==> src/rtl/core/u8d_pkg.sv <==
`default_nettype none
package u8d_pkg;

    localparam int unsigned DATA_W  = 8;
    localparam int unsigned UNIT_W  = 16;
    localparam int unsigned COUNT_W = 17;
    localparam int unsigned PEND_W  = 3;
    localparam int unsigned APB_W   = 32;

    localparam logic [0:0] ADDR_UNIT_CAPACITY = 1'b0;
    localparam logic [UNIT_W-1:0] UNIT_CAPACITY_RESET = 16'd64;

    localparam logic [7:0] LEAD_6 = 8'hfc;
    localparam logic [7:0] LEAD_5 = 8'hf8;
    localparam logic [7:0] LEAD_4 = 8'hf0;
    localparam logic [7:0] LEAD_3 = 8'he0;
    localparam logic [7:0] LEAD_2 = 8'hc0;

    localparam logic [7:0] MASK_CONT   = 8'h3f;
    localparam logic [7:0] MASK_LEAD_6 = 8'h01;
    localparam logic [7:0] MASK_LEAD_5 = 8'h03;
    localparam logic [7:0] MASK_LEAD_4 = 8'h07;
    localparam logic [7:0] MASK_LEAD_3 = 8'h0f;
    localparam logic [7:0] MASK_LEAD_2 = 8'h1f;

    typedef struct packed {
        logic [UNIT_W-1:0]  code_unit;
        logic               is_end;
        logic               overflow;
        logic [COUNT_W-1:0] unit_count;
    } t_result;

    typedef struct packed {
        logic              valid;
        logic [DATA_W-1:0] data_byte;
    } t_in_stage;

endpackage
`default_nettype wire

==> src/rtl/core/u8d_byte_if.sv <==
`default_nettype none
interface u8d_byte_if;
    logic       valid;
    logic       ready;
    logic [7:0] data_byte;

    modport source (output valid, output data_byte, input ready);
    modport sink (input valid, input data_byte, output ready);
endinterface
`default_nettype wire

==> src/rtl/core/u8d_result_if.sv <==
`default_nettype none
interface u8d_result_if;
    logic        valid;
    logic        ready;
    logic [15:0] code_unit;
    logic        is_end;
    logic        overflow;
    logic [16:0] unit_count;

    modport source (output valid, output code_unit, output is_end, output overflow,
                    output unit_count, input ready);
    modport sink (input valid, input code_unit, input is_end, input overflow,
                  input unit_count, output ready);
endinterface
`default_nettype wire

==> src/rtl/core/utf8_to_ucs2_string_decoder.sv <==
`default_nettype none
// UTF-8 to 16-bit code unit decoder. Takes one byte per transaction and
// sustains one byte per clock while the result output is not stalled: each
// byte is latched in an input register, decoded there by shift and mask
// logic and, when it completes a unit or ends a string, written to the
// result register as it leaves the input register. Leads of 0xc0 and
// above open sequences of two to six bytes; the low 16 bits of the gathered
// value are emitted. A zero byte at a sequence boundary gives an end result
// with the string's unit count. Once a string would exceed unit_capacity
// (APB address 0, reset 64) an overflow end result is given and bytes are
// dropped up to the next zero. Write the capacity only while the block is idle.
module utf8_to_ucs2_string_decoder (
    input  wire logic        i_clk,
    input  wire logic        i_rst_n,
    u8d_byte_if.sink         i_byte,
    u8d_result_if.source     o_result,
    input  wire logic        psel,
    input  wire logic        penable,
    input  wire logic        pwrite,
    input  wire logic [0:0]  paddr,
    input  wire logic [31:0] pwdata,
    output logic [31:0]      prdata,
    output logic             pready
);
    import u8d_pkg::*;

    logic [UNIT_W-1:0] r_capacity;
    t_in_stage         stage;
    t_result           dec_result;
    logic              dec_has;
    logic              out_free;
    logic              take;

    assign pready = 1'b1;
    assign prdata = (paddr == ADDR_UNIT_CAPACITY) ? {16'h0000, r_capacity} : '0;

    always_ff @(posedge i_clk) begin
        if (!i_rst_n) begin
            r_capacity <= UNIT_CAPACITY_RESET;
        end else if (psel && penable && pwrite && pready && paddr == ADDR_UNIT_CAPACITY) begin
            r_capacity <= pwdata[UNIT_W-1:0];
        end
    end

    assign take = stage.valid && (!dec_has || out_free);

    u8d_in_stage u_in (
        .i_clk       (i_clk),
        .i_rst_n     (i_rst_n),
        .i_valid     (i_byte.valid),
        .i_data_byte (i_byte.data_byte),
        .o_ready     (i_byte.ready),
        .i_take      (take),
        .o_stage     (stage)
    );

    u8d_decode u_dec (
        .i_clk        (i_clk),
        .i_rst_n      (i_rst_n),
        .i_fire       (take),
        .i_data_byte  (stage.data_byte),
        .i_capacity   (r_capacity),
        .o_has_result (dec_has),
        .o_result     (dec_result)
    );

    u8d_out_reg u_out (
        .i_clk    (i_clk),
        .i_rst_n  (i_rst_n),
        .i_load   (take && dec_has),
        .i_result (dec_result),
        .o_free   (out_free),
        .o_result (o_result)
    );
endmodule
`default_nettype wire

==> src/rtl/core/u8d_in_stage.sv <==
`default_nettype none
module u8d_in_stage (
    input  wire logic                 i_clk,
    input  wire logic                 i_rst_n,
    input  wire logic                 i_valid,
    input  wire logic [7:0]           i_data_byte,
    output logic                      o_ready,
    input  wire logic                 i_take,
    output u8d_pkg::t_in_stage        o_stage
);
    import u8d_pkg::*;

    logic              r_valid;
    logic              n_valid;
    logic [DATA_W-1:0] r_byte;

    assign o_ready = !r_valid || i_take;

    always_comb begin
        n_valid = r_valid;
        if (o_ready) begin
            n_valid = i_valid;
        end
    end

    always_ff @(posedge i_clk) begin
        if (!i_rst_n) begin
            r_valid <= 1'b0;
        end else begin
            r_valid <= n_valid;
        end
    end

    always_ff @(posedge i_clk) begin
        if (o_ready && i_valid) begin
            r_byte <= i_data_byte;
        end
    end

    assign o_stage.valid     = r_valid;
    assign o_stage.data_byte = r_byte;
endmodule
`default_nettype wire

==> src/rtl/core/u8d_decode.sv <==
`default_nettype none
module u8d_decode (
    input  wire logic              i_clk,
    input  wire logic              i_rst_n,
    input  wire logic              i_fire,
    input  wire logic [7:0]        i_data_byte,
    input  wire logic [15:0]       i_capacity,
    output logic                   o_has_result,
    output u8d_pkg::t_result       o_result
);
    import u8d_pkg::*;

    logic [PEND_W-1:0]  r_pending, n_pending;
    logic [UNIT_W-1:0]  r_acc, n_acc;
    logic [COUNT_W-1:0] r_units, n_units;
    logic               r_drop, n_drop;

    logic [UNIT_W-1:0]  cont_acc;
    logic [PEND_W-1:0]  cont_pending;
    logic               unit_done;
    logic [UNIT_W-1:0]  unit_val;
    logic               ovf;

    assign cont_acc     = {r_acc[UNIT_W-7:0], i_data_byte[5:0] & MASK_CONT[5:0]};
    assign cont_pending = r_pending - PEND_W'(1);
    assign ovf          = r_units >= {1'b0, i_capacity};

    always_comb begin
        n_pending    = r_pending;
        n_acc        = r_acc;
        n_units      = r_units;
        n_drop       = r_drop;
        unit_done    = 1'b0;
        unit_val     = {8'h00, i_data_byte};
        o_has_result = 1'b0;
        o_result     = '0;
        if (r_drop) begin
            if (i_data_byte == 8'h00) begin
                n_drop    = 1'b0;
                n_units   = '0;
                n_pending = '0;
                n_acc     = '0;
            end
        end else if (r_pending != '0) begin
            n_acc     = cont_acc;
            n_pending = cont_pending;
            if (cont_pending == '0) begin
                unit_done = 1'b1;
                unit_val  = cont_acc;
            end
        end else if (i_data_byte == 8'h00) begin
            o_has_result        = 1'b1;
            o_result.is_end     = 1'b1;
            o_result.unit_count = r_units;
            n_units             = '0;
        end else if (i_data_byte >= LEAD_6) begin
            n_acc     = {8'h00, i_data_byte & MASK_LEAD_6};
            n_pending = PEND_W'(5);
        end else if (i_data_byte >= LEAD_5) begin
            n_acc     = {8'h00, i_data_byte & MASK_LEAD_5};
            n_pending = PEND_W'(4);
        end else if (i_data_byte >= LEAD_4) begin
            n_acc     = {8'h00, i_data_byte & MASK_LEAD_4};
            n_pending = PEND_W'(3);
        end else if (i_data_byte >= LEAD_3) begin
            n_acc     = {8'h00, i_data_byte & MASK_LEAD_3};
            n_pending = PEND_W'(2);
        end else if (i_data_byte >= LEAD_2) begin
            n_acc     = {8'h00, i_data_byte & MASK_LEAD_2};
            n_pending = PEND_W'(1);
        end else begin
            unit_done = 1'b1;
        end

        if (unit_done) begin
            o_has_result = 1'b1;
            if (ovf) begin
                o_result.is_end     = 1'b1;
                o_result.overflow   = 1'b1;
                o_result.unit_count = {1'b0, i_capacity} + COUNT_W'(1);
                n_units             = '0;
                n_drop              = 1'b1;
            end else begin
                n_units             = r_units + COUNT_W'(1);
                o_result.code_unit  = unit_val;
                o_result.unit_count = r_units + COUNT_W'(1);
            end
        end
    end

    always_ff @(posedge i_clk) begin
        if (!i_rst_n) begin
            r_pending <= '0;
            r_acc     <= '0;
            r_units   <= '0;
            r_drop    <= 1'b0;
        end else if (i_fire) begin
            r_pending <= n_pending;
            r_acc     <= n_acc;
            r_units   <= n_units;
            r_drop    <= n_drop;
        end
    end
endmodule
`default_nettype wire

==> src/rtl/core/u8d_out_reg.sv <==
`default_nettype none
module u8d_out_reg (
    input  wire logic              i_clk,
    input  wire logic              i_rst_n,
    input  wire logic              i_load,
    input  wire u8d_pkg::t_result  i_result,
    output logic                   o_free,
    u8d_result_if.source           o_result
);
    import u8d_pkg::*;

    logic    r_valid;
    logic    n_valid;
    t_result r_result;

    assign o_free = !r_valid || o_result.ready;

    always_comb begin
        n_valid = r_valid;
        if (o_free) begin
            n_valid = i_load;
        end
    end

    always_ff @(posedge i_clk) begin
        if (!i_rst_n) begin
            r_valid <= 1'b0;
        end else begin
            r_valid <= n_valid;
        end
    end

    always_ff @(posedge i_clk) begin
        if (i_load) begin
            r_result <= i_result;
        end
    end

    assign o_result.valid      = r_valid;
    assign o_result.code_unit  = r_result.code_unit;
    assign o_result.is_end     = r_result.is_end;
    assign o_result.overflow   = r_result.overflow;
    assign o_result.unit_count = r_result.unit_count;
endmodule
`default_nettype wire

==> src/flat_wrapper.sv <==
// flat-port wrapper written by rule: the top's interface ports become plain ports
module utf8_to_ucs2_string_decoder_flat import u8d_pkg::*;
  (i_clk, i_rst_n, psel, penable, pwrite, paddr, pwdata, prdata, pready, i_byte_valid, i_byte_data_byte, i_byte_ready, o_result_valid, o_result_code_unit, o_result_is_end, o_result_overflow, o_result_unit_count, o_result_ready);
  u8d_byte_if i_byte_i ();
  u8d_result_if o_result_i ();
  input  wire logic i_clk;
  input  wire logic i_rst_n;
  input  wire logic psel;
  input  wire logic penable;
  input  wire logic pwrite;
  input  wire logic [0:0] paddr;
  input  wire logic [31:0] pwdata;
  output logic [31:0] prdata;
  output logic pready;
  input wire logic [$bits(i_byte_i.valid)-1:0] i_byte_valid;
  input wire logic [$bits(i_byte_i.data_byte)-1:0] i_byte_data_byte;
  output wire logic [$bits(i_byte_i.ready)-1:0] i_byte_ready;
  output wire logic [$bits(o_result_i.valid)-1:0] o_result_valid;
  output wire logic [$bits(o_result_i.code_unit)-1:0] o_result_code_unit;
  output wire logic [$bits(o_result_i.is_end)-1:0] o_result_is_end;
  output wire logic [$bits(o_result_i.overflow)-1:0] o_result_overflow;
  output wire logic [$bits(o_result_i.unit_count)-1:0] o_result_unit_count;
  input wire logic [$bits(o_result_i.ready)-1:0] o_result_ready;
  assign i_byte_i.valid = i_byte_valid;
  assign i_byte_i.data_byte = i_byte_data_byte;
  assign i_byte_ready = i_byte_i.ready;
  assign o_result_valid = o_result_i.valid;
  assign o_result_code_unit = o_result_i.code_unit;
  assign o_result_is_end = o_result_i.is_end;
  assign o_result_overflow = o_result_i.overflow;
  assign o_result_unit_count = o_result_i.unit_count;
  assign o_result_i.ready = o_result_ready;
  utf8_to_ucs2_string_decoder u_core (.i_clk(i_clk), .i_rst_n(i_rst_n), .i_byte(i_byte_i), .o_result(o_result_i), .psel(psel), .penable(penable), .pwrite(pwrite), .paddr(paddr), .pwdata(pwdata), .prdata(prdata), .pready(pready));
endmodule
==> config.mk <==
export PLATFORM = sky130hd
export DESIGN_NAME = utf8_to_ucs2_string_decoder_flat
export DESIGN_NICKNAME = d
export VERILOG_FILES = /design/src/rtl/core/u8d_pkg.sv /design/src/rtl/core/u8d_byte_if.sv /design/src/rtl/core/u8d_result_if.sv /design/src/rtl/core/utf8_to_ucs2_string_decoder.sv /design/src/rtl/core/u8d_in_stage.sv /design/src/rtl/core/u8d_decode.sv /design/src/rtl/core/u8d_out_reg.sv /design/src/flat_wrapper.sv
export SDC_FILE = /design/constraint.sdc
export NUM_CORES = 1
export LEC_CHECK = 0
export BUFFER_PORTS_ARGS = -buffer_cell sky130_fd_sc_hd__buf_2
export CAP_MARGIN = 20
export CORE_MARGIN = 3
export CORE_UTILIZATION = 55
export DETAILED_ROUTE_END_ITERATION = 7
export MAX_ROUTING_LAYER = met4
export PLACE_DENSITY = 0.77
export SYNTH_ARGS = -nofsm -noshare
export SYNTH_HDL_FRONTEND = slang
export SYNTH_SLANG_ARGS = --single-unit
export TNS_END_PERCENT = 100
==> constraint.sdc <==
create_clock -name i_clk -period 7.9 [get_ports i_clk]
set_input_delay 0.79 -clock i_clk [delete_from_list [all_inputs] [get_ports i_clk]]
set_output_delay 0.79 -clock i_clk [all_outputs]
set_load 0.02 [all_outputs]
### Word level (Yosys, flattened, before mapping)

Index checks and enable logic that the tools add are counted.

| storage, ports and cells | value |
|---|---|
| register bits | 92 |
| output and inout bits | 70 |
| word-level logic and storage cells | 99 |

| cells by class | value |
|---|---|
| $add $sub $neg | 3 |
| magnitude comparators | 6 |
| muxes and demuxes | 50 |
| eq/ne operators | 3 |
| bitwise operators | 4 |
| reduce and logical (&&, ||, !) cells | 20 |

Operators by type and width:

| cell | number |
|---|---|
| $mux W17 | 9 |
| $mux W10 | 9 |
| $mux W16 | 4 |
| $ge A8 B8 Y1 const B | 5 |
| $mux W3 | 9 |
| $mux W19 | 1 |
| $add A16 B1 Y17 const B | 1 |
| $add A17 B1 Y17 const B | 1 |
| $ge A17 B16 Y1 | 1 |
| $mux W1 | 17 |
| $logic_not A8 Y1 | 1 |
| $reduce_bool A7 Y1 | 1 |
| $logic_and A1 B1 Y1 | 6 |
| $ne A3 B3 Y1 const B | 2 |
| $reduce_or A5 Y1 | 1 |
| $not A1 Y1 | 4 |
| $reduce_and A4 Y1 | 1 |
| $logic_not A1 Y1 | 3 |
| $logic_not A3 Y1 | 1 |
| $logic_or A1 B1 Y1 | 3 |
| $reduce_bool A3 Y1 | 1 |
| $sub A3 B1 Y3 const B | 1 |
| $mux W2 | 1 |
| $ne A2 B1 Y1 const B | 1 |
| 2 further kinds | 2 |

### Depth between registers and ports, before layout

| depth | value |
|---|---|
| depth after elaboration | 15 |
| mapped depth | 11 |

### Modules after synthesis

A second synthesis with hierarchy kept.

| unflattened totals | value |
|---|---|
| cell total of the unflattened synthesis | 575 |
| area total of the unflattened synthesis | 5331.4 µm² |

By module, submodules not included:

| module | sequential area each (µm²) | cells an instance | times used | area an instance (µm²) |
|---|---|---|---|---|
| u8d_decode | 620.6 | 413 | 1 | 2996.6 |
| u8d_out_reg | 1071.0 | 39 | 1 | 1099.8 |
| utf8_to_ucs2_string_decoder | 320.3 | 109 | 1 | 929.6 |
| u8d_in_stage | 260.2 | 14 | 1 | 305.3 |

### Worst setup path before layout

No wires, ideal clock.

| timing | value |
|---|---|
| path type | register -> register |
| start point | register u_core.u_dec.r_pending[0] |
| end point | register u_core.u_out.r_result, in the netlist u_core.u_out.o_result.code_unit[0], enable pin |
| arrival | 3.071 ns |
| path slack | 4.398 ns |
| stages on the path, launching flop included | 7 |
| data required time | 7.469 ns |
| path through | dfxtp_1 inv_1 ha_1 or3_1 a21o_1 o21ai_0 nor2b_1 |

| on the way | value |
|---|---|
| cells in the longest elaborated chain, start to end | 10 |
| elaborated cells between the ends (all ways) | 13 |
| classes of those cells | add/sub: 1; mux: 6; reduce/logical: 6 |

RTL lines:

| element | RTL line | RTL |
|---|---|---|
| from (decl) | u8d_decode.sv:13 | `logic [PEND_W-1:0] r_pending, n_pending;` |
| from (signal assigned) | u8d_decode.sv:98 | `r_pending <= n_pending;` |
| $sub A3 B1 Y3 | u8d_decode.sv:25 | `assign cont_pending = r_pending - PEND_W'(1);` |
| $logic_not A3 Y1 | u8d_decode.sv:47 | `if (cont_pending == '0) begin` |
| $mux W1 | u8d_decode.sv:47 |  |
| $mux W1 | u8d_decode.sv:44 | `end else if (r_pending != '0) begin` |
| $mux W1 | u8d_decode.sv:37 | `if (r_drop) begin` |
| $mux W1 * | u8d_decode.sv:75 | `if (unit_done) begin` |
| $logic_not A1 Y1 | utf8_to_ucs2_string_decoder.sv:45 | `assign take = stage.valid && (!dec_has \|\| out_free);` |
| $logic_or A1 B1 Y1 | utf8_to_ucs2_string_decoder.sv:45 |  |
| $logic_and A1 B1 Y1 | utf8_to_ucs2_string_decoder.sv:45 |  |
| $logic_and A1 B1 Y1 * | utf8_to_ucs2_string_decoder.sv:70 | `.i_load (take && dec_has),` |
| named net u_core.u_out.i_load | u8d_out_reg.sv:5 | `input wire logic i_load,` |
| to (signal assigned) | u8d_out_reg.sv:35 | `r_result <= i_result;` |
| to (decl) | u8d_out_reg.sv:14 | `t_result r_result;` |

Mark *: on every way through the listed nets, which the timed path passes. The rest lies on a longest branch.
A chain may end at the register's enable or synchronous reset.

### Final worst setup path

| timing | value |
|---|---|
| start point | register u_core.u_dec.r_pending[0] |
| end point | output i_byte_ready |

| on the way | value |
|---|---|
| cells in the longest elaborated chain, start to end | 10 |
| elaborated cells between the ends (all ways) | 13 |
| classes of those cells | add/sub: 1; mux: 6; reduce/logical: 6 |

RTL lines:

| element | RTL line | RTL |
|---|---|---|
| $sub A3 B1 Y3 | u8d_decode.sv:25 |  |
| $logic_not A3 Y1 | u8d_decode.sv:47 |  |
| $mux W1 | u8d_decode.sv:47 |  |
| $mux W1 | u8d_decode.sv:44 |  |
| $mux W1 | u8d_decode.sv:37 |  |
| $mux W1 * | u8d_decode.sv:75 |  |
| $logic_not A1 Y1 * | utf8_to_ucs2_string_decoder.sv:45 |  |
| $logic_or A1 B1 Y1 * | utf8_to_ucs2_string_decoder.sv:45 |  |
| $logic_and A1 B1 Y1 * | utf8_to_ucs2_string_decoder.sv:45 |  |
| $logic_or A1 B1 Y1 * | u8d_in_stage.sv:17 | `assign o_ready = !r_valid \|\| i_take;` |
| to (decl) | flat_wrapper.sv:17 | `output wire logic [$bits(i_byte_i.ready)-1:0] i_byte_ready;` |

Mark *: on every way between the ends. The rest lies on a longest branch, timed or not.

==> flow_summary.yaml <==
cells_and_area:
  diodes: 0
  layout_commonest_cell: "buf_2"
  drive_gt1_share_pct: 17.1
  final_nets: 742
  synthToLayoutAreaGrowth_pct: 10.6
  utilization_pct: 63.4
  final_cell_mix: "buf_2, nand2_1, dfxtp_1"
clock_tree:
  cts_sinks: 92
  cts_inserted_buffers: 9
  h-tree-depth: 3
  cts_buffer_depth: 2
  clk_pin_slew_worst_paths_ns: 0.11
  clk_latency_ns: 0.38
  cts_resized: 0
  postCtsSetupRepairBufs: 0
  cts_tree: "yes"
  cts_hold_buf: 0
  cts_root_buf: "clkbuf_8"
sta:
  fmax_mhz: 291
  hold_violations: 0
  worst_pin_slew_ns: 1.08
  rsz0062_at_grt: "no"
  setup_viol: 0
  fin_skew_ns: 0.0127
  maxSlewViolCount: 0
  post-route-period-util_pct: 43.6
  fin_tns_setup_ns: 0
  fin_crit_ns: 3.44
  slew_headroom_pct: 27.9
logic_synthesis:
  synth_cells: 618
  syn_avg_cell_area_um2: 8.65
  synthesis.area_mm2: 0.00534
  synth_ff_type: "dfxtp_1"
  ys_ff_latch: 92
  yosysWarningCount: 0
  ys_async_sr_fraction_pct: 0
  synth-edff-count: 43
  seq_area_frac_synth_pct: 42.5
  synth_cell_types: 61
floorplan:
  fp.dieW_um: 105
  num_io_pins: 118
  initial_utilization_pct: 57.3
  die_height_um: 105
  rows: 35
  coreArea_mm2: 0.00933
  design.die.area_mm2: 0.0109
pwr:
  p_sw_share_pct: 31.0
  intPower_mw: 0.679
  p_leak_nw: 2.16
  p_switching_mw: 0.305
  ir_drop_mv: 0.0859
  clockPowerShare_pct: 32.7
  p_per_area_mw_per_mm2: 167
  combPwrFrac_pct: 13.7
  finalPower_mw: 0.985
  p_seq_share_pct: 53.5
global_routing:
  grt_max_degree: 49
  gr-total-overflow: 0
  grt_antenna_before_repair: 0
  grt_pass1_vias: 4328
  grt_usage_pct: 25.8
  grt_pass1_wl_um: 22300
routing:
  dr.pass1.iters: 5
  dr.max_layer_used: "met4"
  met2_length_um: 6150
  drt_iter0_drc: 631
  drc: 0
  wire_per_inst_um: 17.0
  ant_nets: 0
  vias: 4865
  met3_length_um: 1330
  vias_per_cell: 6.03
  met1_length_um: 6050
  wirelength_um: 13800
worst_setup_path:
  startpoint_type: "register"
  crit_type: "reg2out"
  critical_path_required_ns: 7.11
  path_cells: "inv_1, ha_1, or3_1, a21o_1, o21ai_0, nand2_1, or2_2, buf_2"
  crit_fanout: 8
  critPathArrivalTime_ns: 2.65
  r2r-start: "u_core.r_capacity[15]"
  cpMaxStageDelayCell: "or3_1"
  cp.depth: 8
  path_delay_family: "simple AND/OR/NAND/NOR gates"
  r2r_end: "u_core.u_out.o_result.unit_count[8]"
  critPathBufInv: 2
  cp-end-kind: "output port"
  slowest_delay_ns: 0.41
  r2r_setup_slack_ns: 4.58
  rr_worst_depth: 9
hold_path:
  hold_start: "u_core.u_dec.r_acc[5]"
  hold_depth: 2
  hold_end: "u_core.u_dec.r_acc[5]"
  hold_path_class: "reg2reg"
placement:
  place_congestion: 0.932
  hpwl_um: 9380
  portBuffers: 84
run:
  maxCapViolCount: 0
status:
  run_status: "complete, no violations"
logic make-up (layout without fill, tap and decap cells):
logic type	Yosys count	in the layout	share of synthesized area, %
DFF	92	92	42.5
and+or+nand+nor	274	274	25.8
buffers and inverters	85	130	7.52
other	2	17	0.141
xor gates and xnor gates	17	17	2.79
adders and majority gates	21	21	4.92
AOI/OAI and AO/OA	127	127	16.3
synth_stat cells, types with 12 or more instances:
master / count / area (µm²)
a21oi_1: 42 / 210
and2_1: 14 / 87.6
and3_1: 12 / 75.1
buf_4: 19 / 143
clkbuf_1: 34 / 128
dfxtp_1: 49 / 981
edfxtp_1: 43 / 1290
ha_1: 21 / 263
inv_1: 25 / 93.8
nand2_1: 79 / 297
nand3_1: 45 / 225
nand4_1: 26 / 163
nor2_1: 38 / 143
nor3_1: 22 / 110
o211ai_1: 22 / 165
xnor2_1: 14 / 123
tightest hold or removal path: stages (launching register included):
cell and delay (ns):
dfxtp_1 0.32, nand2_1 0.05, a21oi_1 0.05
layout make-up:
cell class	count	area, µm²
Inverter	26	97.6
Tap cell	129	161
Fill cell	820	3420
Clock inverter	7	76.3
Clock buffer	9	124
Sequential cell	92	2270
Timing Repair Buffer	88	450
Multi-Input combinational cell	456	2730
power groups by stage:
| stage | clock [mW] | combinational, mW | sequential, mW |
|---|---|---|---|
| 2_1_floorplan | 0 | 0.0917 | 0.547 |
| 3_3_place_gp | 0 | 0.129 | 0.537 |
| 3_5_place_dp | 0 | 0.132 | 0.538 |
| 4_1_cts | 0.326 | 0.133 | 0.527 |
| 5_1_grt | 0.343 | 0.146 | 0.529 |
| 6_report | 0.322 | 0.135 | 0.527 |
metrics by stage:
stage	area, µm²	worst slack (ns)	hold WS, ns	std cells
6_report	5910	4.46	0.452	807
2_1_floorplan	5400	4.40	0.427	633
3_5_place_dp	5710	4.71	0.442	791
3_3_place_gp	5710	4.74	0.434	791
4_1_cts	5910	4.49	0.454	807
5_1_grt	5910	4.33	0.484	807
state kept, by name, indices dropped and copies added (netlist names):
| register | cells |
|---|---|
| u_core.u_dec.r_units | 17 |
| u_core.u_out.o_result.unit_count | 17 |
| u_core.r_capacity | 16 |
| u_core.u_out.o_result.code_unit | 16 |
| u_core.u_dec.r_acc | 10 |
| u_core.u_in.r_byte | 8 |
| u_core.u_dec.r_pending | 3 |
| u_core.u_dec.r_drop | 1 |
| u_core.u_in.r_valid | 1 |
| u_core.u_out.o_result.is_end | 1 |
| u_core.u_out.o_result.overflow | 1 |
| u_core.u_out.o_result.valid | 1 |
per-layer routing:
metal  global-route usage (%)  vias to the layer above
met1                     36.6                     2237
met5                        -                        -
met4                     6.27                        0
met3                     4.82                       31
met2                     38.4                      263
li1                         -                     2334
how the worst max path moves through the flow:
stage                     slack [ns]                      start                                    to
after floorplan                 4.40  u_core.u_dec.r_pending[0]    u_core.u_out.o_result.code_unit[0]
after global placement          4.74      u_core.r_capacity[15]  u_core.u_out.o_result.unit_count[10]
after detailed placement        4.71      u_core.r_capacity[15]  u_core.u_out.o_result.unit_count[10]
after CTS                       4.49  u_core.u_dec.r_pending[0]                          i_byte_ready
after global routing            4.33  u_core.u_dec.r_pending[0]                          i_byte_ready
final                           4.46  u_core.u_dec.r_pending[0]                          i_byte_ready
Note: power is estimated with default switching activity, not from simulation.
